## config.mk

```make
export PLATFORM = sky130hd
export DESIGN_NAME = amx_front
export DESIGN_NICKNAME = d
export VERILOG_FILES = /design/src/hdl/amx_pkg.sv /design/src/hdl/amx_front.sv
export SDC_FILE = /design/constraint.sdc
export NUM_CORES = 1
export LEC_CHECK = 0
export ABC_CLOCK_PERIOD_IN_PS = 24800
export BUFFER_PORTS_ARGS = -buffer_cell sky130_fd_sc_hd__buf_2
export CELL_PAD_IN_SITES_DETAIL_PLACEMENT = 1
export CELL_PAD_IN_SITES_GLOBAL_PLACEMENT = 1
export CORE_AREA = 4 4 301 303
export CTS_BUF_LIST = sky130_fd_sc_hd__clkbuf_2
export CTS_CLUSTER_SIZE = 12
export DETAILED_ROUTE_END_ITERATION = 10
export DIE_AREA = 0 0 305 307
export PLACE_DENSITY_LB_ADDON = 0.1
export SLEW_MARGIN = 10
export SYNTH_ARGS = -nofsm -noshare
export SYNTH_HDL_FRONTEND = slang
export SYNTH_SLANG_ARGS = --single-unit
```

## constraint.sdc

```tcl
create_clock -name clk_i -period 24.8 [get_ports clk_i]
set_clock_uncertainty 0.05 [all_clocks]
set_input_delay 1.24 -clock clk_i [delete_from_list [all_inputs] [get_ports clk_i]]
set_output_delay 1.24 -clock clk_i [all_outputs]
set_load 0.02 [all_outputs]
```

## src/hdl/amx_pkg.sv

```systemverilog
// Shared types and constants for the affine matrix inverse block.
package amx_pkg;

  localparam int unsigned DATA_W  = 32;
  localparam int unsigned FLOOR_W = 17;
  localparam logic [FLOOR_W-1:0] FLOOR_RESET = 17'd1;

  // Register index of the determinant floor.
  localparam logic REG_DET_FLOOR = 1'b0;

  typedef struct packed {
    logic signed [DATA_W-1:0] lin_00;
    logic signed [DATA_W-1:0] lin_01;
    logic signed [DATA_W-1:0] lin_02;
    logic signed [DATA_W-1:0] lin_10;
    logic signed [DATA_W-1:0] lin_11;
    logic signed [DATA_W-1:0] lin_12;
    logic signed [DATA_W-1:0] lin_20;
    logic signed [DATA_W-1:0] lin_21;
    logic signed [DATA_W-1:0] lin_22;
    logic signed [DATA_W-1:0] shift_x;
    logic signed [DATA_W-1:0] shift_y;
    logic signed [DATA_W-1:0] shift_z;
  } in_t;

  typedef struct packed {
    logic signed [DATA_W-1:0] inv_00;
    logic signed [DATA_W-1:0] inv_01;
    logic signed [DATA_W-1:0] inv_02;
    logic signed [DATA_W-1:0] inv_10;
    logic signed [DATA_W-1:0] inv_11;
    logic signed [DATA_W-1:0] inv_12;
    logic signed [DATA_W-1:0] inv_20;
    logic signed [DATA_W-1:0] inv_21;
    logic signed [DATA_W-1:0] inv_22;
    logic signed [DATA_W-1:0] inv_shift_x;
    logic signed [DATA_W-1:0] inv_shift_y;
    logic signed [DATA_W-1:0] inv_shift_z;
  } out_t;

endpackage

```

## src/hdl/amx_front.sv

```systemverilog
// Front end: takes transactions and holds them in a two-entry queue for the engine.
module amx_front (
  input  logic         clk_i,
  input  logic         rst_ni,
  input  logic         start_i,
  input  amx_pkg::in_t item_i,
  output logic         busy_o,
  input  logic         take_i,
  output logic         valid_o,
  output amx_pkg::in_t item_o
);
  import amx_pkg::*;

  in_t        mem_q [2];
  logic       wr_ptr_q, rd_ptr_q;
  logic [1:0] count_q;
  logic       push, pop;

  // Accept while a slot is free; the engine pops when it goes idle.
  assign busy_o  = (count_q == 2'd2);
  assign valid_o = (count_q != 2'd0);
  assign item_o  = mem_q[rd_ptr_q];
  assign push    = start_i && !busy_o;
  assign pop     = take_i && valid_o;

  // Queue storage.
  always_ff @(posedge clk_i) begin
    if (push) begin
      mem_q[wr_ptr_q] <= item_i;
    end
  end

  // Queue pointers and fill level.
  always_ff @(posedge clk_i or negedge rst_ni) begin
    if (!rst_ni) begin
      wr_ptr_q <= 1'b0;
      rd_ptr_q <= 1'b0;
      count_q  <= 2'd0;
    end else begin
      if (push) begin
        wr_ptr_q <= ~wr_ptr_q;
      end
      if (pop) begin
        rd_ptr_q <= ~rd_ptr_q;
      end
      count_q <= count_q + 2'(push) - 2'(pop);
    end
  end

endmodule

```

==> flow_metrics.tcl <==
set metrics [dict create \
    layout.cells.non_filler 3867 \
    clock-sinks 772 \
    cts_resized 0 \
    cp-startpoint "rd_ptr_q$_DFFE_PN0P_" \
    grt-ovfl-total 0 \
    postCtsSetupRepairBufs 0 \
    setup_tns_ps 0 \
    finalSetupViolCount 0 \
    io_buffers 773 \
    yosysSeqAreaShare_pct 82.2 \
    hpwl_um 57300 \
    hold_viol_final 0 \
    rows 109 \
    grtUsageTotal_pct 17.4 \
    grt_max_degree 172 \
    htree_levels 4 \
    crit_slowest_cell "dfrtp_4" \
    rsz0062_at_grt "false" \
    cts_hold_buffers 388 \
    io_pins 774 \
    routabilityCongestion 0.794 \
    worst_slack_ps 18650 \
    max_freq_mhz 163 \
    syn_nets 1603 \
    status "finished, final reports clean" \
    fillCellCount 8862 \
    grt_pass1_wl_um 120000 \
    syn-instance-count 1213 \
    utilization_pct 44.2 \
    dr.pass1.iters 5 \
    hold_class "flop to flop" \
    yosysWarningCount 0 \
    power_density_nw_per_um2 110 \
    viasPerCell 4.34 \
    crit-reg2reg-launch "count_q[1]$_DFF_PN0_" \
    first_iter_violations 796 \
    antenna_found_initial 7 \
    seqPwrFrac_pct 43.8 \
    nets 2934 \
    ir_drop_mv 0.0716 \
    critPathLaunchType "flop" \
    p_int_mw 2.73 \
    clkPwrFrac_pct 20.2 \
    fin_crit_ps 6150 \
    synth_area_leader_cell "edfxtp_1" \
    syn_area_per_cell_sq_um 23.2 \
    comb_power_share_pct 36.0 \
    ff2ff_path_depth 5 \
    multi_input_area_sq_um 4540 \
    worstHoldStart "count_q[0]$_DFF_PN0_" \
    placed_cells 3117 \
    syn_area_sq_um 28200 \
    ant_nets 0 \
    drive_above_1_share_pct 55.3 \
    clkLatencyLatePin_ps 1310 \
    max_stage_delay_ps 1110 \
    wl_per_cell_um 21.6 \
    cap_violations 0 \
    cts_buffer_depth 3 \
    vias 16800 \
    hold_end "count_q[0]$_DFF_PN0_" \
    swShare_pct 36.4 \
    cp-end-kind "output port" \
    pre_cts_slack_ps 19860 \
    cp_common_cell "buf_4" \
    cts_buffers 202 \
    die_y_um 307 \
    required_ps 23510 \
    path_clk_slew_ps 70 \
    cts_tree "built" \
    p_leak_nw 15.0 \
    core_sq_um 88000 \
    worst_slew_pin_slew_ps 1410 \
    critPathArrivalTime_ps 4860 \
    min_period_over_period_pct 24.8 \
    whs_ps 483 \
    grt_pass1_vias 19000 \
    drt-total-wl_um 83500 \
    rrSetupSlack_ps 21370 \
    areaGrowthSynthToFinish_pct 38.1 \
    drc_errors 0 \
    yosysTopAreaCellShare_pct 81.9 \
    path_buf_inv 3 \
    start_util_pct 32.0 \
    die_area_sq_um 93600 \
    yosys-top-cells-area "edfxtp_1 82%, mux2_2 14%, buf_6 1.6%, mux2_4 1.6%, dfrtp_1 0.36%" \
    cts-root-buf "clkbuf_2" \
    path_cells "buf_4 > buf_4 > mux2_2 > buf_2" \
    ys_ff_latch 772 \
    min_path_cells 1 \
    die_w_um 305 \
    seqCellArea_sq_um 23200 \
    switchingPower_mw 1.56 \
    reg2reg_to "mem_q[0][191]$_DFFE_PP_" \
    yosysUniqueCellTypes 17 \
    crit_family "buffers and inverters" \
    slew-limit-headroom_pct 6.00 \
    cp_max_fo 73 \
    maxSlewViolCount 0 \
    path_class "flop to output port" \
]
cell families after synthesis:
logic type | after synthesis | share of synthesized area, %
flops | 772 | 82.2
simple gates | 6 | 0.116
buf+inv | 45 | 1.68
fa+ha+maj | 2 | 0.0888
xor+xnor | 4 | 0.124
mux | 384 | 15.8
cell usage after synthesis:
library cell,count
and2_1,1
and3_1,1
buf_2,3
buf_6,40
dfrtp_1,4
edfxtp_1,768
ha_1,2
inv_1,2
mux2_1,2
mux2_2,352
mux2_4,30
nand2_1,1
nand2b_1,1
nor2_1,1
or2_2,1
xnor2_1,3
xor2_1,1
flip-flops by register name, summed over array words and instances, names as in the netlist:
signal	flops
count_q	2
mem_q	768
rd_ptr_q	1
wr_ptr_q	1
per-stage QoR:
stage          total power [mW]  instance area [sq um]
2_1_floorplan              3.07                  28200
3_3_place_gp               3.41                  33200
3_5_place_dp               3.43                  33200
4_1_cts                    4.39                  38900
5_1_grt                    4.54                  38900
6_report                   4.29                  38900
placed cells by master, fill, tap and decap left out, types with 3 or more instances in the layout:
master           n
bufinv_16        3
buf_2          773
clkinv_1        31
dlygate4sd3_1  388
mux2_4          30
buf_12           4
buf_4            5
diode_2          8
xnor2_1          3
clkinv_2         3
edfxtp_1       768
mux2_2         352
dfrtp_1          3
clkbuf_2       311
layout make-up:
| class | instances | share of cell area (%) |
|---|---|---|
| sequential | 772 | 59.6 |
| timing repair buffer | 1170 | 20.2 |
| multi-input combinational | 396 | 11.7 |
| clock buffer | 311 | 4.00 |
| tap | 1165 | 3.75 |
| clock inverter | 43 | 0.676 |
| antenna | 8 | 0.0515 |
| inverter | 2 | 0.0193 |
power groups by stage:
| stage | registers, mW | logic (mW) | clock network, mW |
|---|---|---|---|
| 3_3_place_gp | 1.90 | 1.51 | 0 |
| 5_1_grt | 1.90 | 1.64 | 1.00 |
| 2_1_floorplan | 2.03 | 1.04 | 0 |
| 4_1_cts | 1.88 | 1.58 | 0.924 |
| 6_report | 1.88 | 1.55 | 0.868 |
| 3_5_place_dp | 1.91 | 1.52 | 0 |
routing by layer:
metal	global-route usage, %	wire length, um	vias to the layer above
li1	-	-	7659
met1	17.5	29000	8288
met2	31.6	44700	649
met3	6.38	6210	175
met4	8.77	3580	2
met5	0	17	-
worst max path at each step:
stage                                       end  slack, ps  depth (start not counted)
after floorplan           mem_q[0][0]$_DFFE_PP_       6390                          2
after global placement              item_o[195]      19950                          4
after detailed placement            item_o[344]      19860                          4
after CTS                           item_o[349]      18230                          4
after global routing                item_o[324]      18130                          4
final                               item_o[333]      18650                          4
(Power assumes the default switching activity.)
